## config.mk

```make
export PLATFORM = sky130hd
export DESIGN_NAME = lumh_queue
export DESIGN_NICKNAME = d
export VERILOG_FILES = /design/src/sv/lumh_pkg.sv /design/src/sv/lumh_queue.sv
export SDC_FILE = /design/constraint.sdc
export NUM_CORES = 1
export LEC_CHECK = 0
export BUFFER_PORTS_ARGS = -buffer_cell sky130_fd_sc_hd__buf_4
export CORE_ASPECT_RATIO = 1.1
export CORE_MARGIN = 8
export CORE_UTILIZATION = 46
export DETAILED_ROUTE_END_ITERATION = 8
export MAX_ROUTING_LAYER = met4
export PLACE_DENSITY = 0.66
export SYNTH_ARGS = -nofsm -noshare
export SYNTH_HDL_FRONTEND = slang
export SYNTH_SLANG_ARGS = --single-unit
```

## constraint.sdc

```tcl
create_clock -name clk -period 6.26 [get_ports clk]
set_clock_uncertainty 0.1 [all_clocks]
set_input_delay 1.565 -clock clk [delete_from_list [all_inputs] [get_ports clk]]
set_output_delay 1.565 -clock clk [all_outputs]
set_load 0.05 [all_outputs]
```

## src/sv/lumh_pkg.sv

```systemverilog
// Shared types and constants for the luminance histogram.
// Used by every module of the block except lumh_ram; depends on nothing.
package lumh_pkg;

	localparam int NUM_BINS    = 256;
	localparam int BIN_BITS    = 8;
	localparam int COUNT_BITS  = 32;
	localparam int FRAC_BITS   = 16;
	localparam int COMP_BITS   = FRAC_BITS + 1;
	localparam int W_SHIFT     = 16;
	localparam int PROD_BITS   = COMP_BITS + W_SHIFT;
	localparam int LUM_BITS    = PROD_BITS + 1;
	localparam int SCALED_BITS = LUM_BITS + BIN_BITS;
	localparam int BIN_SHIFT   = FRAC_BITS + W_SHIFT;

	// Rec. 709 weights in Q0.16, summing to exactly 1.0
	localparam logic [W_SHIFT-1:0] W_RED   = 16'd13933;
	localparam logic [W_SHIFT-1:0] W_GREEN = 16'd46871;
	localparam logic [W_SHIFT-1:0] W_BLUE  = 16'd4732;

	localparam logic [1:0] FUNC_CLEAR = 2'd0;
	localparam logic [1:0] FUNC_PIXEL = 2'd1;
	localparam logic [1:0] FUNC_READ  = 2'd2;
	localparam logic [1:0] FUNC_NONE  = 2'd3;

	localparam int QUEUE_DEPTH = 8;
	localparam int QPTR_BITS   = 3;
	localparam int QCNT_BITS   = 4;

	localparam logic [COUNT_BITS-1:0] COUNT_MAX = '1;

	typedef enum logic [1:0] {
		OP_CLEAR,
		OP_PIXEL,
		OP_READ
	} op_t;

	typedef enum logic {
		BK_IDLE,
		BK_DATA
	} back_state_t;

	typedef struct packed {
		logic [1:0]           func;
		logic [COMP_BITS-1:0] red;
		logic [COMP_BITS-1:0] green;
		logic [COMP_BITS-1:0] blue;
		logic [BIN_BITS-1:0]  read_bin;
	} cmd_t;

	typedef struct packed {
		logic [BIN_BITS-1:0]   bin_number;
		logic [COUNT_BITS-1:0] bin_count;
	} result_t;

	// one classified operation between front and back
	typedef struct packed {
		op_t                 op;
		logic [BIN_BITS-1:0] bin;
	} job_t;

endpackage

```

## src/sv/lumh_queue.sv

```systemverilog
// Short FIFO of classified operations between front and back end.
// Depends on lumh_pkg.
module lumh_queue (
	input  logic                           clk,
	input  logic                           arst_n,
	input  logic                           push,
	input  lumh_pkg::job_t                 job_in,
	input  logic                           pop,
	output lumh_pkg::job_t                 job_out,
	output logic                           not_empty,
	output logic [lumh_pkg::QCNT_BITS-1:0] count
);

	lumh_pkg::job_t                 slot_q [lumh_pkg::QUEUE_DEPTH];
	logic [lumh_pkg::QPTR_BITS-1:0] wptr_q, rptr_q;
	logic [lumh_pkg::QCNT_BITS-1:0] count_q;
	logic                           do_pop;

	assign do_pop = pop && (count_q != '0);

	always_ff @(posedge clk or negedge arst_n) begin
		if (!arst_n) begin
			wptr_q  <= '0;
			rptr_q  <= '0;
			count_q <= '0;
		end else begin
			if (push) begin
				wptr_q <= wptr_q + 1'b1;
			end
			if (do_pop) begin
				rptr_q <= rptr_q + 1'b1;
			end
			count_q <= count_q + lumh_pkg::QCNT_BITS'(push)
				- lumh_pkg::QCNT_BITS'(do_pop);
		end
	end

	always_ff @(posedge clk) begin
		if (push) begin
			slot_q[wptr_q] <= job_in;
		end
	end

	assign job_out   = slot_q[rptr_q];
	assign not_empty = count_q != '0;
	assign count     = count_q;

endmodule

```

[Word-level counts from Yosys, hierarchy flattened]
Memory sizes are Yosys's and may differ from the RTL's.
Index checks and enable logic that the tools add are counted.
Word-level totals
  bits of input ports: 14
  bits in latches: 0
  RAM bits: 80
  register bits after elaboration: 10
  memories: 1
  word-level logic and storage cells: 12
  bits in read-only memories: 0
Memories
  slot_q: depth 8, bits a word 10, rd ports 1, clocked after Yosys merged registers in 0, wr ports 1, line lumh_queue.sv:14  | lumh_pkg::job_t slot_q [lumh_pkg::QUEUE_DEPTH];
Cells by class
  magnitude comparators: 0
  divide/modulo/power cells: 0
  add/subtract/negate cells: 4
  multipliers: 0
  shift operators: 0
  bitwise gates (word level): 0
  reductions and logical operators: 2
  equality and inequality tests: 0
  mux-type cells: 2
Operators with widths (number)
  adder 3 x 1 -> 3 bit (second input constant): 2
  adder 4 x 1 -> 4 bit: 1
  nonzero test 4 bit: 1
  subtractor 4 x 1 -> 4 bit: 1
  two-way mux 1 bit: 2
  logical AND 1 bit: 1

[Logic depth before layout (Yosys ltp)]
Gate-level depths: netlist of the first run.
  word-level depth: 3
  depth in mapped cells: 11
  depth with buffers taken out: 11

[Worst setup path before layout of the first run]
No wires, ideal clock.
  path kind: reg2out
  from: register rptr_q[0] (netlist bit)
  to: output job_out[0] (netlist bit)
  setup slack: 3.104 ns
  arrival time: 1.491 ns
  buffers on the path: 1
  stages on the path, launching flop included: 4
  required time: 4.595 ns
  cell sequence: dfrtp_1 > buf_6 > mux4_1 > mux2_2
RTL lines
  start: declaration: line lumh_queue.sv:15  | logic [lumh_pkg::QPTR_BITS-1:0] wptr_q, rptr_q;
  start signal: assignment: line lumh_queue.sv:31  | rptr_q <= rptr_q + 1'b1;
  end: declaration: line lumh_queue.sv:9  | output lumh_pkg::job_t job_out,

==> flow_summary.toml, run 1 <==
[clocking]
htreeDepth = 3
cts_setup_buffers = 0
cts_tree = "yes"
clk_pin_slew_ps = 90
numCtsBuffers = 9
clockRootBuffer = "clkbuf_8"
cts_resized = 0
cts_buffer_depth = 2
cts_sinks = 90
cts_hold_buf = 0
clk_latency_ps = 350

[setup_path]
critical_path_arrival_ps = 2570
rr_worst_depth = 11
criticalPathCategory = "reg2out"
startpoint_type = "flip-flop"
worstPathRequired_ps = 4600
crit_end = "job_out[2]"
startpoint = "rptr_q[0]"
crit_path_end_kind = "output port"
r2r-end = "count[2]"
reg2reg_from = "count[2]"
rrSetupSlack_ps = 3660
critical_path.max_fanout = 22

[finish]
final_common_cell = "edfxtp_1"
layout_common_cells = "edfxtp_1, buf_4, mux4_1"
drive_gt1_frac = 0.284
area_growth_pct = 14.4
multi_input_area_um2 = 923
seq_area_um2 = 2650
finalNetCount = 225
stdcell_count = 316
antenna_cells = 0
nFillCells = 628

[power_and_ir_drop]
power_density_nw_per_um2 = 496
vdd_drop_max_v = 0.000376
p_leak_nw = 1.49

[global_route]
grt_pass1_wl_um = 9670
grt_overflow = 0
grt_util_all_layers = 0.127
grt_max_degree = 23
grt_pass1_vias = 1818
antenna_found_initial = 0

[timing]
clock.fmax_mhz = 236
worst_pin_slew_ps = 1210
final_max_slew_viol_count = 0
finalHoldViolCount = 0
relSlewSlack = 0.188
rsz0062_at_grt = "no"
min_period_ps = 4240
period_share = 0.677
setup_tns_ps = 0
setup_violations = 0

[synth]
synth-simple-area-share = 0.0220
synth_area_leaders = "edfxtp_1, mux4_1, dfrtp_1"
muxShareOfSynthArea = 0.182
yosys.area.top_type = "edfxtp_1"
synth_top_family_by_area = "multiplexers"
synth_compound_gate_area_share = 0.00344
synth_cells = 169
synthesis.area_um2 = 3630
synth_nets = 191
netlist.area_leader.share = 0.661
synth_xor_area_frac = 0.0145
ys_seq_area_frac = 0.730
synth_cell_type_count = 19
ys_ff_latch = 90
ys_warn_count = 0
syn_avg_cell_area_um2 = 21.5
synth_fa_ha_area_frac = 0.0296

[floorplan]
initial_utilization = 0.467
io_pins = 29
die_w_um = 101
die_area_um2 = 11000
core-area_um2 = 7780
die_h_um = 109
rows = 34

[routing]
wl_per_cell_um = 19.4
drtAntennaViolNets = 0
drt-total-wl_um = 6140
firstDrtPassIters = 4
drt_iter0_drc = 92
via_per_inst = 5.18
vias = 1636
drc = 0

[placed_design]
place_inst = 300
gp_congestion = 0.713
dp_hpwl_um = 3810
io_buffers = 28

[run]
maxCapViolCount = 0

[min_path]
min_path_cells = 1
hold_path_class = "reg2reg"

[outcome]
status = "complete, no violations"
## flip-flops by register name, summed over array words and instances, names as in the netlist
register  flops
count         4
rptr_q        3
slot_q       80
wptr_q        3
## cell families after synthesis
kind of cell / after synthesis
compound gates: 2
mux: 32
buf+inv: 14
simple gates: 17
xor+xnor: 6
fa+ha+maj: 8
flops: 90
## power by group
part	leakage, nW	internal, mW	total, mW	switching (mW)
combinational	0.553	0.333	0.779	0.447
clock	0.0973	0.188	0.393	0.205
sequential	0.843	0.770	0.890	0.120
total	1.49	1.29	2.06	0.772
## area by class of cell
type                            count  area share
Tap cell                          108      0.0325
Inverter                            9     0.00813
Sequential cell                    90       0.638
Clock inverter                      7      0.0190
Clock buffer                        9      0.0298
Multi-Input combinational cell     65       0.222
Timing Repair Buffer               28      0.0506
## worst min path at each step
stage                    from   endpoint  slack, ps
floorplan           wptr_q[2]  wptr_q[2]        420
global placement    wptr_q[1]  wptr_q[1]        440
detailed placement  wptr_q[1]  wptr_q[1]        460
CTS                 wptr_q[1]  wptr_q[1]        480
global route        wptr_q[1]  wptr_q[1]        510
finish              wptr_q[1]  wptr_q[1]        480
## per-layer routing
layer,vias to the layer above,share of wire,track usage
met3,7,0.031,0.0345
met4,0,0.011,0.0519
met2,27,0.53,0.217
met1,847,0.43,0.137
met5,-,0,-
li1,755,-,-
## metrics by stage
stage               hold WS, ps  setup slack, ps   util  power (mW)  area, um^2
floorplan                   417             3100      -        1.47        3630
global placement            440             2380  0.508        1.67        3960
detailed placement          459             2340  0.508        1.70        3960
CTS                         480             1950  0.534        2.09        4160
global route                514             1880  0.534        2.18        4160
finish                      478             2020  0.534        2.06        4160
## synthesized netlist by cell type
cell,count
edfxtp_1,80
mux4_1,20
mux2_2,12
dfrtp_1,10
inv_1,9
ha_1,7
nor2_1,6
nand2_1,4
xnor2_1,4
clkbuf_1,3
nand2b_1,3
buf_6,2
nor3_1,2
xor2_1,2
a21o_1,1
a21oi_1,1
fa_1,1
nand3_1,1
or3b_2,1
## worst max-delay path, stage by stage, from the launching register on
cell and delay (ps):
dfrtp_1 1090, mux4_1 670, mux2_2 270, buf_4 190
(Power assumes the default switching activity.)
==> run 2: changes to the inputs <==
==> constraint.sdc (replaced) <==
create_clock -name clk -period 4 [get_ports clk]
set_clock_uncertainty 0.1 [all_clocks]
set_input_delay 1 -clock clk [delete_from_list [all_inputs] [get_ports clk]]
set_output_delay 1 -clock clk [all_outputs]
set_load 0.05 [all_outputs]
==> run 2 against run 1 <==
Compared with the run above:
- first-iteration DRC count shrank 6.5%
- clock power grew 88%
- final cell count grew 3.2%
- flip-flop and latch count is the same
- critical endpoint is now job_out[9]
==> flow_summary.toml, run 2 (same netlist as run 1, synthesis figures left out) <==
[routing]
vias = 1681
via_per_inst = 5.16
drtAntennaViolNets = 0
wl_per_cell_um = 19.4
firstDrtPassIters = 4
drt-total-wl_um = 6330
drc = 0
drt_iter0_drc = 86

[finish]
top_register = "slot_q"
antenna_cells = 0
area_growth_pct = 17.5
layout_common_cells = "edfxtp_1, buf_4, mux4_1"
largest_register_ffs = 80
final_common_cell = "edfxtp_1"
nFillCells = 587
multi_input_area_um2 = 913
seq_area_um2 = 2650
drive_gt1_frac = 0.307
finalNetCount = 235
post-route-cell-area_um2 = 4270

[clocking]
cts_resized = 0
cts_sinks = 90
cts_setup_buffers = 0
clk_pin_slew_ps = 90
cts_tree = "yes"
numCtsBuffers = 9
htreeDepth = 3
clk_latency_ps = 350
cts_hold_buf = 0
clockRootBuffer = "clkbuf_8"
cts_buffer_depth = 2

[setup_path]
crit_path_end_kind = "output port"
critical_path.max_fanout = 8
criticalPathCategory = "reg2out"
critical_path_arrival_ps = 2240
startpoint_type = "flip-flop"
worstPathRequired_ps = 2900
rrSetupSlack_ps = 1360

[timing]
clock.fmax_mhz = 300
final_max_slew_viol_count = 0
finalHoldViolCount = 0
relSlewSlack = 0.315
setup_violations = 0
worst_pin_slew_ps = 1020
rsz0062_at_grt = "no"
min_period_ps = 3340
period_share = 0.834
setup_tns_ps = 0

[power_and_ir_drop]
vdd_drop_max_v = 0.000672
p_seq_frac = 0.399
p_total_mw = 3.39
p_int_mw = 2.18
p_leak_nw = 1.57
netSwitchingFraction = 0.358
power_density_nw_per_um2 = 794
combPwrFrac = 0.383
p_clk_frac = 0.218
power_switching_mw = 1.21

[floorplan]
die_w_um = 101
rows = 34
core-area_um2 = 7780
initial_utilization = 0.467
die_h_um = 109
io_pins = 29
die_area_um2 = 11000

[global_route]
antenna_found_initial = 0
grt_max_degree = 22
grt_pass1_wl_um = 9890
grt_overflow = 0
grt_util_all_layers = 0.130
grt_pass1_vias = 1826

[min_path]
hold_path_class = "in2async"

[placed_design]
postPlaceCellArea_um2 = 4020
dp_hpwl_um = 4150
io_buffers = 28
gp_congestion = 0.735

[outcome]
status = "complete, no violations"

[run]
maxCapViolCount = 0
-- run 2: changes by cell type in the layout (fill, tap and decap cells not counted), moves of 2 or more --
cell,previous run,this run
buf_4,28,38
bufinv_16,1,3
inv_6,0,2
nor3_1,0,2
nor3_2,2,0
-- run 2: layout make-up --
type                            count  share of cell area
Timing Repair Buffer               38              0.0668
Clock buffer                        9              0.0290
Multi-Input combinational cell     65               0.214
Sequential cell                    90               0.622
Clock inverter                      7              0.0290
Inverter                            9             0.00792
Tap cell                          108              0.0317
-- run 2: path summary, 6_finish.rpt --
check | from | endpoint | cells past startpoint
min | arst_n | wptr_q[1] | 1
max in group asynchronous | arst_n | count[3] | 1
max reg2reg | count[2] | count[1] | 11
max | rptr_q[0] | job_out[9] | 4
min reg2reg | wptr_q[2] | wptr_q[2] | 1
min in group clk | wptr_q[2] | wptr_q[2] | 1
-- run 2: power groups by stage --
stage	combinational (mW)	clock [mW]	sequential, mW
final	1.30	0.738	1.35
after global placement	1.29	0	1.36
after detailed placement	1.32	0	1.38
after floorplan	0.949	0	1.36
after CTS	1.32	0.753	1.36
after global routing	1.40	0.785	1.38
-- run 2: critical path, cell delays in order (launching register included) --
cell	delay [ps]
dfrtp_1	570
buf_4	260
mux4_1	570
mux2_2	280
buf_4	190
-- run 2: routing by layer --
metal,vias to the layer above,share of wire,GRT usage
met1,857,0.44,0.149
met2,38,0.51,0.213
li1,777,-,-
met3,9,0.038,0.0345
met5,-,0,-
met4,0,0.013,0.0519
-- run 2: through the flow --
stage / std cells / hold slack (ps) / setup WS [ps] / util
2_1_floorplan: 169 / 417 / 1130 / -
3_3_place_gp: 310 / 432 / 1070 / 0.516
3_5_place_dp: 310 / 458 / 1040 / 0.516
4_1_cts: 326 / 351 / 639 / 0.548
5_1_grt: 326 / 352 / 589 / 0.548
6_report: 326 / 363 / 663 / 0.548
==> run 3: changes to the inputs <==
--- a/config.mk
+++ b/config.mk
@@ -11,7 +11,7 @@
 export CORE_UTILIZATION = 46
 export DETAILED_ROUTE_END_ITERATION = 8
 export MAX_ROUTING_LAYER = met4
-export PLACE_DENSITY = 0.66
+export PLACE_DENSITY = 0.68
 export SYNTH_ARGS = -nofsm -noshare
 export SYNTH_HDL_FRONTEND = slang
 export SYNTH_SLANG_ARGS = --single-unit
==> constraint.sdc (replaced) <==
create_clock -name clk -period 2.95 [get_ports clk]
set_clock_uncertainty 0.1 [all_clocks]
set_input_delay 0.7375 -clock clk [delete_from_list [all_inputs] [get_ports clk]]
set_output_delay 0.7375 -clock clk [all_outputs]
set_load 0.05 [all_outputs]
==> run 3 against run 2 <==
Compared with the run above:
- total power up 33%
- worst hold slack worse by 260 ps
- critical path depth unchanged
- critical path type unchanged
- largest cell class unchanged
- largest power group is now combinational logic
- highest routed layer unchanged
==> flow_summary.toml, run 3 (same netlist as run 1, synthesis figures left out) <==
[setup_path]
critical_path.max_fanout = 22
critical_path_arrival_ps = 1980
rrSetupSlack_ps = 440
worstPathRequired_ps = 2110
criticalPathCategory = "reg2out"
startpoint_type = "flip-flop"
crit_path_end_kind = "output port"

[placed_design]
gp_congestion = 0.743
io_buffers = 28
dp_hpwl_um = 3870
place_ws_ps = 449
postPlaceCellArea_um2 = 4030
place_inst = 310

[clocking]
cts_resized = 0
numCtsBuffers = 9
cts_hold_buf = 0
clockRootBuffer = "clkbuf_8"
clk_pin_slew_ps = 80
clk_latency_ps = 350
cts_tree = "yes"
cts_buffer_depth = 2
cts_sinks = 90
cts_setup_buffers = 0
htreeDepth = 3

[min_path]
hold_path_class = "in2async"

[floorplan]
die_h_um = 109
initial_utilization = 0.467
die_area_um2 = 11000
die_w_um = 101
core-area_um2 = 7780
rows = 34
io_pins = 29

[power_and_ir_drop]
power_density_nw_per_um2 = 1060
p_leak_nw = 1.56
p_total_mw = 4.51
vdd_drop_max_v = 0.000738

[timing]
setup_violations = 0
period_share = 0.956
min_period_ps = 2820
rsz0062_at_grt = "no"
setup_tns_ps = 0
finalHoldViolCount = 0
whs_ps = 105
clock.fmax_mhz = 355
worst_pin_slew_ps = 628
final_max_slew_viol_count = 0
final.setup.worst_slack_ps = 131
relSlewSlack = 0.582

[global_route]
grt_pass1_wl_um = 9610
grt_max_degree = 23
grt_util_all_layers = 0.127
antenna_found_initial = 0
grt_pass1_vias = 1797
grt_overflow = 0

[routing]
drtAntennaViolNets = 0
wl_per_cell_um = 18.9
via_per_inst = 5.19
firstDrtPassIters = 4
vias = 1691
drt-total-wl_um = 6170
drc = 0
drt_iter0_drc = 117

[run]
maxCapViolCount = 0

[finish]
largest_register_ffs = 80
top_register = "slot_q"
stdcell_count = 326
final_common_cell = "edfxtp_1"
utilization = 0.547
layout_common_cells = "edfxtp_1, buf_4, mux4_1"
drive_gt1_frac = 0.307
nFillCells = 591
post-route-cell-area_um2 = 4260
area_growth_pct = 17.1
antenna_cells = 0
finalNetCount = 235

[outcome]
status = "complete, no violations"
[run 3: per-layer routing]
layer / GRT usage / share of wire
met5: - / 0
met1: 0.153 / 0.46
met2: 0.195 / 0.49
met3: 0.0338 / 0.044
met4: 0.0584 / 0.014
[run 3: path summary, 6_finish.rpt]
path,start,endpoint,cells past startpoint
max in group asynchronous,arst_n,wptr_q[1],1
min in group clk,rptr_q[2],rptr_q[2],1
hold reg to reg,rptr_q[2],rptr_q[2],1
setup reg to reg,count[2],count[1],11
hold / removal,arst_n,count[0],1
setup / recovery,rptr_q[0],job_out[5],4
[run 3: layout make-up]
cell class                 count  area [um^2]  share of cell area
timing repair buffer          38          298              0.0700
clock inverter                 7         98.8              0.0232
multi-input combinational     65          913               0.215
inverter                       9         33.8             0.00794
clock buffer                   9          124              0.0291
tap                          108          135              0.0318
sequential                    90         2650               0.623
[run 3: power by group]
| part | leakage (nW) | switching, mW | total (mW) | internal [mW] |
|---|---|---|---|---|
| clock | 0.110 | 0.426 | 0.909 | 0.483 |
| combinational | 0.608 | 1.08 | 1.84 | 0.760 |
| sequential | 0.843 | 0.133 | 1.77 | 1.63 |
| total | 1.56 | 1.64 | 4.51 | 2.87 |
[run 3: worst max-delay path, cell delays in order, from the launching register on]
cell and delay, ps:
dfrtp_1 380, buf_12 210, mux4_1 580, mux2_2 280, buf_4 190
