==> src/sv/lumh_pkg.sv <==
// Shared types and constants for the luminance histogram.
// Used by every module of the block except lumh_ram; depends on nothing.
package lumh_pkg;

	localparam int NUM_BINS    = 256;
	localparam int BIN_BITS    = 8;
	localparam int COUNT_BITS  = 32;
	localparam int FRAC_BITS   = 16;
	localparam int COMP_BITS   = FRAC_BITS + 1;
	localparam int W_SHIFT     = 16;
	localparam int PROD_BITS   = COMP_BITS + W_SHIFT;
	localparam int LUM_BITS    = PROD_BITS + 1;
	localparam int SCALED_BITS = LUM_BITS + BIN_BITS;
	localparam int BIN_SHIFT   = FRAC_BITS + W_SHIFT;

	// Rec. 709 weights in Q0.16, summing to exactly 1.0
	localparam logic [W_SHIFT-1:0] W_RED   = 16'd13933;
	localparam logic [W_SHIFT-1:0] W_GREEN = 16'd46871;
	localparam logic [W_SHIFT-1:0] W_BLUE  = 16'd4732;

	localparam logic [1:0] FUNC_CLEAR = 2'd0;
	localparam logic [1:0] FUNC_PIXEL = 2'd1;
	localparam logic [1:0] FUNC_READ  = 2'd2;
	localparam logic [1:0] FUNC_NONE  = 2'd3;

	localparam int QUEUE_DEPTH = 8;
	localparam int QPTR_BITS   = 3;
	localparam int QCNT_BITS   = 4;

	localparam logic [COUNT_BITS-1:0] COUNT_MAX = '1;

	typedef enum logic [1:0] {
		OP_CLEAR,
		OP_PIXEL,
		OP_READ
	} op_t;

	typedef enum logic {
		BK_IDLE,
		BK_DATA
	} back_state_t;

	typedef struct packed {
		logic [1:0]           func;
		logic [COMP_BITS-1:0] red;
		logic [COMP_BITS-1:0] green;
		logic [COMP_BITS-1:0] blue;
		logic [BIN_BITS-1:0]  read_bin;
	} cmd_t;

	typedef struct packed {
		logic [BIN_BITS-1:0]   bin_number;
		logic [COUNT_BITS-1:0] bin_count;
	} result_t;

	// one classified operation between front and back
	typedef struct packed {
		op_t                 op;
		logic [BIN_BITS-1:0] bin;
	} job_t;

endpackage

==> src/sv/lumh_front.sv <==
// Front end: accepts commands, classifies them and computes the bin of a pixel
// in a three-stage pipeline. Depends on lumh_pkg.
module lumh_front (
	input  logic                           clk,
	input  logic                           arst_n,
	input  logic                           start,
	input  lumh_pkg::cmd_t                 cmd,
	input  logic [lumh_pkg::QCNT_BITS-1:0] queue_count,
	output logic                           busy,
	output logic                           push,
	output lumh_pkg::job_t                 job
);

	logic                              take;
	logic [lumh_pkg::QCNT_BITS-1:0]    occupancy;
	logic                              v_s1, v_s2, v_s3;
	lumh_pkg::op_t                     op_s1, op_s2;
	logic [lumh_pkg::BIN_BITS-1:0]     bin_s1, bin_s2;
	logic [lumh_pkg::PROD_BITS-1:0]    prod_r_s1, prod_g_s1, prod_b_s1;
	logic [lumh_pkg::LUM_BITS-1:0]     lum_s2;
	logic [lumh_pkg::SCALED_BITS-1:0]  scaled;
	logic [lumh_pkg::SCALED_BITS-lumh_pkg::BIN_SHIFT-1:0] bin_wide;
	logic [lumh_pkg::BIN_BITS-1:0]     pix_bin;
	lumh_pkg::job_t                    job_s3;
	lumh_pkg::op_t                     op_dec;

	// room is reserved in the queue for every item still in the pipeline
	assign occupancy = queue_count + lumh_pkg::QCNT_BITS'(v_s1)
		+ lumh_pkg::QCNT_BITS'(v_s2) + lumh_pkg::QCNT_BITS'(v_s3);
	assign busy = occupancy >= lumh_pkg::QCNT_BITS'(lumh_pkg::QUEUE_DEPTH);
	assign take = start && !busy && (cmd.func != lumh_pkg::FUNC_NONE);

	always_comb begin
		unique case (cmd.func)
			lumh_pkg::FUNC_CLEAR: op_dec = lumh_pkg::OP_CLEAR;
			lumh_pkg::FUNC_PIXEL: op_dec = lumh_pkg::OP_PIXEL;
			default:              op_dec = lumh_pkg::OP_READ;
		endcase
	end

	always_ff @(posedge clk or negedge arst_n) begin
		if (!arst_n) begin
			v_s1 <= 1'b0;
			v_s2 <= 1'b0;
			v_s3 <= 1'b0;
		end else begin
			v_s1 <= take;
			v_s2 <= v_s1;
			v_s3 <= v_s2;
		end
	end

	always_ff @(posedge clk) begin
		op_s1     <= op_dec;
		bin_s1    <= cmd.read_bin;
		prod_r_s1 <= lumh_pkg::PROD_BITS'(cmd.red * lumh_pkg::W_RED);
		prod_g_s1 <= lumh_pkg::PROD_BITS'(cmd.green * lumh_pkg::W_GREEN);
		prod_b_s1 <= lumh_pkg::PROD_BITS'(cmd.blue * lumh_pkg::W_BLUE);
		op_s2     <= op_s1;
		bin_s2    <= bin_s1;
		lum_s2    <= lumh_pkg::LUM_BITS'(prod_r_s1) + lumh_pkg::LUM_BITS'(prod_g_s1)
			+ lumh_pkg::LUM_BITS'(prod_b_s1);
		job_s3.op <= op_s2;
		job_s3.bin <= (op_s2 == lumh_pkg::OP_PIXEL) ? pix_bin : bin_s2;
	end

	// bin = floor(L * 255 / 2^32), L*255 as (L << 8) - L, clamped to the top bin
	always_comb begin
		scaled   = {lum_s2, {lumh_pkg::BIN_BITS{1'b0}}}
			- lumh_pkg::SCALED_BITS'(lum_s2);
		bin_wide = scaled[lumh_pkg::SCALED_BITS-1:lumh_pkg::BIN_SHIFT];
		if (bin_wide > ($bits(bin_wide))'(lumh_pkg::NUM_BINS - 1)) begin
			pix_bin = lumh_pkg::BIN_BITS'(lumh_pkg::NUM_BINS - 1);
		end else begin
			pix_bin = bin_wide[lumh_pkg::BIN_BITS-1:0];
		end
	end

	assign push = v_s3;
	assign job  = job_s3;

endmodule

==> config.mk <==
export PLATFORM = sky130hd
export DESIGN_NAME = lumh_front
export DESIGN_NICKNAME = d
export VERILOG_FILES = /design/src/sv/lumh_pkg.sv /design/src/sv/lumh_front.sv
export SDC_FILE = /design/constraint.sdc
export NUM_CORES = 1
export LEC_CHECK = 0
export BUFFER_PORTS_ARGS = -buffer_cell sky130_fd_sc_hd__buf_2
export CAP_MARGIN = 30
export CORE_MARGIN = 2
export CORE_UTILIZATION = 35
export DETAILED_ROUTE_END_ITERATION = 10
export GPL_TIMING_DRIVEN = 1
export HOLD_SLACK_MARGIN = 0.1
export PLACE_DENSITY = 0.48
export SLEW_MARGIN = 10
export SYNTH_ARGS = -nofsm -noshare
export SYNTH_HDL_FRONTEND = slang
export SYNTH_SLANG_ARGS = --single-unit
==> constraint.sdc <==
create_clock -name clk -period 5.7 [get_ports clk]
set_input_delay 0.285 -clock clk [delete_from_list [all_inputs] [get_ports clk]]
set_output_delay 0.285 -clock clk [all_outputs]
set_load 0.005 [all_outputs]
# [Yosys cells after proc, flatten, opt, wreduce, memory -nomap -nowiden]
# Index checks and enable logic that the tools add are counted.
[op_classes] add_sub_neg=6 mux=3 n_eq_ne=3 n_mul=3 n_reduce_logical=4 order_cmp=2
[op_table] op="subtractor 42 x 34 -> 42 bit" count=1
[op_table] op="adder 31 x 33 -> 34 bit" count=1
[op_table] op="adder 34 x 30 -> 34 bit" count=1
[op_table] op="multiplier 17 x 16 -> 33 bit (second input constant)" count=1
[op_table] op="multiplier 17 x 14 -> 31 bit (second input constant)" count=1
[op_table] op="multiplier 17 x 11 -> 28 bit (second input constant)" count=1
[op_table] op="two-way mux 8 bit" count=2
[op_table] op="adder 4 x 1 -> 4 bit" count=3
[op_table] op="greater-than comparator 10 x 8 -> 1 bit (second input constant)" count=1
[op_table] op="== test 2 x 1 -> 1 bit (second input constant)" count=2
[op_table] op="greater-or-equal comparator 4 bit (second input constant)" count=1
[op_table] op="case mux 2 bit (2 select lines)" count=1
[op_table] op="logical AND 1 bit" count=2
[op_table] op="zero test 2 bit" count=1
[op_table] op="inequality test 2 bit (second input constant)" count=1
[op_table] op="zero test 1 bit" count=1
[word_totals] register_bits=159 elab_cells=34 inputBits=68 out_inout_bits=12

# [Depth between registers and ports, before layout]
# Gate-level depths: netlist of run 1.
[depth] word_depth=7 ltp_mapped=21 depth_no_buf=21

# [Worst setup path after synthesis of run 1]
# OpenSTA, ideal clock, no wires.
[synth_path] kind="input port to flip-flop" startpoint="input cmd[49] in the netlist's numbering" endpoint="register prod_r_s1[30] in the netlist's numbering" n_path_buf=0 setup_slack_ns=0.375 setup_ns=0.120 required_time_ns=5.580 t_arrival_ns=5.205 cell_stages=20 cell_sequence="ha_1 -> fa_1 -> inv_1 -> fa_1 -> inv_1 -> fa_1 -> fa_1 -> inv_1 -> fa_1 -> inv_1 -> ha_1 -> or2_2 -> o22ai_1 -> o41ai_1 -> o21ai_0 -> a31oi_1 -> a211oi_1 -> o21ai_0 -> a21oi_1 -> xnor2_1"
[synth_between] elab_chain_len=1
[synth_lines] item="start: declaration" line_no="lumh_front.sv:7" rtl="input lumh_pkg::cmd_t cmd,"
[synth_lines] item="multiplier 17 x 14 -> 31 bit" line_no="lumh_front.sv:56" rtl="prod_r_s1 <= lumh_pkg::PROD_BITS'(cmd.red * lumh_pkg::W_RED);"
[synth_lines] item="end signal: assignment" line_no="lumh_front.sv:56"
[synth_lines] item="end: declaration" line_no="lumh_front.sv:19" rtl="logic [lumh_pkg::PROD_BITS-1:0] prod_r_s1, prod_g_s1, prod_b_s1;"
# No other way between the ends.

# [Worst setup path after layout of run 1]
[layout_path] startpoint="input cmd[43] in the netlist's numbering" endpoint="register prod_r_s1[27] in the netlist's numbering"
# Same word-level chain as after synthesis.

==> results of run 1 <==
==> sequential cells by signal, indices dropped and copies added, names as in the netlist <==
register / flops
op_s1: 2
job: 10
lum_s2: 34
op_s2: 2
prod_g_s1: 33
v_s2: 1
prod_b_s1: 28
push: 1
bin_s1: 8
v_s1: 1
bin_s2: 8
prod_r_s1: 31
==> cell usage after synthesis, drive strengths merged, types with 10 or more instances <==
library cell,count,share of area
nor2,81,0.015
nand4,18,0.0054
nand3,22,0.0053
a21oi,113,0.028
dfxtp,156,0.15
nand2,49,0.0089
nor3,21,0.0051
inv,537,0.097
ha,398,0.24
and3,11,0.0033
xor2,18,0.0076
a211oi,15,0.0062
a31oi,15,0.0051
o21ai,56,0.014
nand2b,11,0.0033
a21o,52,0.019
nor2b,10,0.0030
fa,297,0.29
xnor2,90,0.038
o21bai,20,0.0073
o21a,20,0.0076
==> repair_timing <==
action                                 4_1_cts  5_1_grt
hold buffers                                15        0
gates resized for setup                      0       31
setup endpoints to repair                    0       12
setup buffers                                0        1
endpoints found under the hold margin       17        0
==> stage by stage <==
step | hold WS, ps | cell area (um^2) | util | std cells
final | 135 | 23200 | 0.395 | 3030
after global routing | 115 | 23200 | 0.395 | 3030
after CTS | 109 | 23000 | 0.392 | 3029
after detailed placement | 87.0 | 22200 | 0.378 | 2982
after global placement | 82.7 | 22200 | 0.378 | 2982
after floorplan | -10.6 | 20700 | - | 2110
==> cells by family (layout without fill, tap and decap cells) <==
group | Yosys count | after routing | synth area share
flip-flops | 159 | 159 | 0.155
multiplexers | 2 | 2 | 0.000968
AO/OA/AOI/OAI | 339 | 339 | 0.107
buffers and inverters | 542 | 689 | 0.0988
XOR/XNOR | 108 | 108 | 0.0458
AND/OR/NAND/NOR | 265 | 265 | 0.0639
adder cells (fa/ha/maj) | 695 | 695 | 0.528
==> path summary, 6_finish.rpt <==
check,to,start,slack [ps],cells past startpoint
min in group asynchronous,v_s1$_DFF_PN0_,arst_n,180,2
max in group asynchronous,push$_DFF_PN0_,arst_n,5420,2
hold reg to reg,op_s2[0]$_DFF_P_,op_s1[0]$_DFF_P_,330,0
setup reg to reg,lum_s2[33]$_DFF_P_,prod_b_s1[3]$_DFF_P_,1890,11
setup / recovery,prod_r_s1[27]$_DFF_P_,cmd[43],220,19
hold / removal,prod_r_s1[0]$_DFF_P_,cmd[42],140,2
==> per-layer routing <==
layer  global-route usage  up-vias
met5                    0        -
met1                0.233     6830
met4               0.0360        0
met2                0.274      210
li1                     -     7083
met3               0.0247       42
==> final cells by class <==
cell class / instances / area [um^2]
clock buffer: 21 / 440
clock inverter: 11 / 214
fill: 5799 / 35500
inverter: 537 / 2020
multi-input combinational: 1409 / 15600
sequential: 159 / 3200
tap: 773 / 967
timing repair buffer: 120 / 746
==> flow_summary_export.csv, run 1 <==
group,metric,value,unit
synth,ys_async_sr_fraction,0.0189,
route,wl_met2,21800,um
placed_design,dpl.hpwl,42400,um
sta,period_needed,5480,ps
synth,syn_inst,2110,
global_route,grt_pass1_vias,15358,
global_route,grt_start_max_net_pins,17,
setup_path,required,6050,ps
route,first_pass_iters,6,
cells_and_area,syn2layout_area_growth,12.0,%
route,drt_wl_total,47100,um
sta,fin_crit_sh,0.962,
global_route,grt_pass1_wl,80300,um
setup_path,end_kind,"flip-flop",
min_path,hp-class,"input port to flip-flop",
placed_design,port_buffers,79,
setup_path,cp_common_cell,"fa_1",
synth,yosysUniqueCellTypes,68,
floorplan,start_util,0.352,
cts,clock_latency,430,ps
setup_path,worst-path-max-fanout,4,
floorplan,num_rows,89,
placed_design,place.gp.congestion,0.887,
synth,synth-edff-count,0,
synth,ys_seq_area_frac,0.155,
synth,ys.flop_type,"dfxtp_1",
route,dr.max_layer_used,"met4",
floorplan,die_h,247,um
route,post_drt_wl_per_cell,15.5,um
setup_path,critical_path.max_stage_delay,570,ps
setup_path,worstPathArrival,5830,ps
synth,yosys_register_bits,159,
floorplan,dieArea,61000,um^2
synth,syn_avg_cell_area,9.80,um^2
cts,cts_sinks,159,
global_route,antenna_found_initial,0,
floorplan,coreArea,58700,um^2
global_route,gr-total-overflow,0,
cts,htreeDepth,4,
sta,skew,11.7,ps
route,via_per_inst,4.67,
sta,max_freq,182,MHz
route,ant_nets,0,
synth,syn_area,20700,um^2
setup_path,cpLargestDelayFamily,"adder cells",
cells_and_area,layout_commonest_cell,"inv_1",
sta,fin_tns_setup,0,ps
sta,setup_slack,215,ps
global_route,grtUsageTotal,0.167,
setup_path,crit_buf_inv,5,
synth,syn_nets,2873,
synth,yosysWarnings,0,
sta,rsz0062_at_grt,"false",
cts,numCtsBuffers,17,
sta,maxSlewHeadroom,0.540,
setup_path,slowest_stage,"fa_1",
cts,clk_pin_slew_worst_paths,60,ps
cts,cts_tree,"done",
route,met1Wirelength,22800,um
sta,timing_hold_violations_final,0,
run_status,status,"finished clean",
route,vias,14165,
cts,cts-root-buf,"clkbuf_16",
route,drc,0,
floorplan,die_w,247,um
sta,slew_violations,0,
sta,tightest_slew,688,ps
sta,setup_viol,0,
route,drtIter0Drc,526,
floorplan,ioPinCount,80,
cells_and_area,diodes,0,
flow_run,max-cap-violations,0,
setup_path,cp-start-kind,"input port",
setup_path,worstPathCellList,"dlygate4sd3_1, buf_4, ha_2, fa_1, fa_1, fa_1, fa_1, fa_1, ha_2, or2_2, buf_4, a211oi_2, nor3_1, buf_4, o41ai_2, buf_4, o21bai_1, a21oi_1, xnor2_1",
setup_path,critical_path_class,"input port to flip-flop",
cells_and_area,nNetsFinal,3007,
cts,clockBufferDepth,2,
cells_and_area,final_cell_mix,"536 x inv_1, 392 x ha_1, 293 x fa_1, 156 x dfxtp_1, 111 x a21oi_1",
cells_and_area,drive_gt1_frac,0.0806,
route,met3_length,1730,um
placed_design,dp_worst_setup_slack,-41.0,ps
Power of run 1 is not shown: default switching activity piles up to over one toggle a cycle in this logic, so the estimate is an artifact.
==> inputs of run 2 (changes only) <==
Settings changed: CTS_CLUSTER_SIZE set to 28, PLACE_DENSITY 0.48 to 0.58, RECOVER_POWER set to 100.
==> run 2 against run 1 <==
Net effect: register-to-register slack is essentially flat; sequential cell count is the same; global-route usage shrank 0.61 points; critical path type unchanged.
==> flow_summary_export.csv, run 2 (synthesis results as in run 1) <==
group,metric,value,unit
setup_path,worst-path-max-fanout,4,
cells_and_area,fill_cells,5834,
cells_and_area,layout_commonest_cell,"inv_1",
placed_design,place.gp.congestion,0.870,
route,ant_nets,0,
floorplan,dieArea,61000,um^2
route,via_per_inst,4.65,
cells_and_area,multi_input_area,15500,um^2
global_route,grtUsageMet1,0.224,
setup_path,required,6020,ps
cells_and_area,diodes,0,
global_route,grt_use_met2,0.274,
cts,numCtsBuffers,17,
placed_design,postPlaceCellArea,22100,um^2
sta,max_freq,184,MHz
global_route,grt_start_max_net_pins,17,
global_route,grt_pass1_vias,15279,
sta,setup_slack,263,ps
sta,skew,9.74,ps
cts,cts_sinks,159,
route,vias,14028,
sta,timing_hold_violations_final,0,
floorplan,coreArea,58700,um^2
route,drc,0,
cells_and_area,reg.largest.list,"lum_s2: 34 flops, prod_g_s1: 33 flops, prod_r_s1: 31 flops",
setup_path,slowest_stage,"fa_1",
setup_path,worstPathArrival,5760,ps
floorplan,die_w,247,um
global_route,grt.busiest_layer,"met2",
sta,fin_crit_sh,0.954,
placed_design,port_buffers,79,
run_status,status,"finished clean",
setup_path,crit_buf_inv,2,
setup_path,r2r_start,"prod_b_s1[2]$_DFF_P_",
floorplan,num_rows,89,
setup_path,cpLargestDelayFamily,"adder cells",
flow_run,max-cap-violations,0,
global_route,grt_pass1_wl,78300,um
cts,cts-root-buf,"clkbuf_16",
cells_and_area,largest_register_ffs,34,
sta,holdWs,160,ps
sta,setup_viol,0,
setup_path,worstPathCellList,"dlygate4sd3_1, buf_2, ha_4, fa_1, fa_1, fa_1, fa_1, fa_1, ha_2, or2_2, o22ai_2, o41ai_2, o21ai_1, a31oi_2, a211oi_2, o21ai_0, a21oi_1, xnor2_1",
floorplan,die_h,247,um
setup_path,critical_path_class,"input port to flip-flop",
cells_and_area,regArea,3200,um^2
global_route,met3_usage,0.0154,
cells_and_area,regMostFlops,"lum_s2",
setup_path,reg2reg_depth,11,
min_path,hp-class,"input port to flip-flop",
cts,clk_pin_slew_worst_paths,70,ps
cts,clock_latency,430,ps
global_route,gr-total-overflow,0,
cells_and_area,design_area,23000,um^2
sta,slew_violations,0,
sta,period_needed,5440,ps
setup_path,critical_path.max_stage_delay,570,ps
floorplan,start_util,0.352,
route,drt_wl_total,46000,um
min_path,hold_path_end,"prod_r_s1[2]$_DFF_P_",
floorplan,ioPinCount,80,
cts,clockBufferDepth,2,
sta,tightest_slew,620,ps
sta,fin_tns_setup,0,ps
cells_and_area,final_cell_mix,"537 x inv_1, 393 x ha_1, 296 x fa_1, 156 x dfxtp_1, 111 x a21oi_1",
setup_path,cp_common_cell,"fa_1",
cts,htreeDepth,4,
global_route,antenna_found_initial,0,
sta,maxSlewHeadroom,0.586,
route,post_drt_wl_per_cell,15.2,um
route,drtIter0Drc,525,
cts,cts_tree,"done",
route,first_pass_iters,5,
placed_design,dpl.hpwl,41300,um
cells_and_area,drive_gt1_frac,0.0663,
setup_path,r2r-end,"lum_s2[31]$_DFF_P_",
min_path,hp-start,"cmd[44]",
setup_path,cp-start-kind,"input port",
placed_design,dp_worst_setup_slack,-47.6,ps
global_route,grtUsageTotal,0.161,
setup_path,reg2reg_slack,1880,ps
cells_and_area,syn2layout_area_growth,11.1,%
cells_and_area,nNetsFinal,2997,
min_path,holdPathStages,2,
setup_path,end_kind,"flip-flop",
run 2: cell types whose count changed in the layout (fill, tap and decap cells not counted), moves of 4 or more:
| cell | change |
|---|---|
| buf_2 | -15 |
| bufinv_16 | -4 |
| clkbuf_1 | +14 |
| inv_6 | +4 |
| buf_4 | -13 |
run 2: what timing repair did:
item	CTS	global route
endpoints found under the setup margin	0	13
buffers inserted	0	1
hold endpoints to repair	17	0
resized for setup	0	25
hold buffers	15	0
run 2: worst reg2reg max path: stages (launching register included):
cell,delay (ps)
dfxtp_1,480
fa_1,520
fa_1,470
a21o_1,180
a21boi_0,280
o21ai_0,220
nand4_1,180
a31oi_1,170
o211ai_1,410
a31oi_1,260
or4_1,450
nand4_1,120
run 2: final cells by class:
class	count	area share
sequential	159	0.139
multi-input combinational	1409	0.677
clock inverter	15	0.00768
inverter	537	0.0878
timing repair buffer	110	0.0279
tap	773	0.0421
clock buffer	17	0.0185
run 2: worst max path at each step:
| stage | from | endpoint | slack (ps) | cells after the start |
|---|---|---|---|---|
| 6_report | cmd[43] | prod_r_s1[30]$_DFF_P_ | 260 | 18 |
| 5_1_grt | cmd[43] | prod_r_s1[30]$_DFF_P_ | -30 | 18 |
| 4_1_cts | cmd[43] | prod_r_s1[30]$_DFF_P_ | 10 | 18 |
| 3_5_place_dp | cmd[49] | prod_r_s1[30]$_DFF_P_ | -50 | 22 |
| 3_3_place_gp | cmd[49] | prod_r_s1[30]$_DFF_P_ | 2 | 21 |
| 2_1_floorplan | cmd[49] | prod_r_s1[30]$_DFF_P_ | 370 | 20 |
run 2: metrics by stage:
stage,instances,utilization
global route,3020,0.391
floorplan,2110,-
global placement,2972,0.377
finish,3020,0.391
detailed placement,2972,0.377
CTS,3019,0.390
run 2: metal layers:
| metal | part of all wire | vias up |
|---|---|---|
| met1 | 0.48 | 6769 |
| met2 | 0.48 | 168 |
| li1 | - | 7054 |
| met4 | 0.015 | 0 |
| met3 | 0.023 | 37 |
| met5 | 0 | - |
Power of run 2 is left out for the same reason.
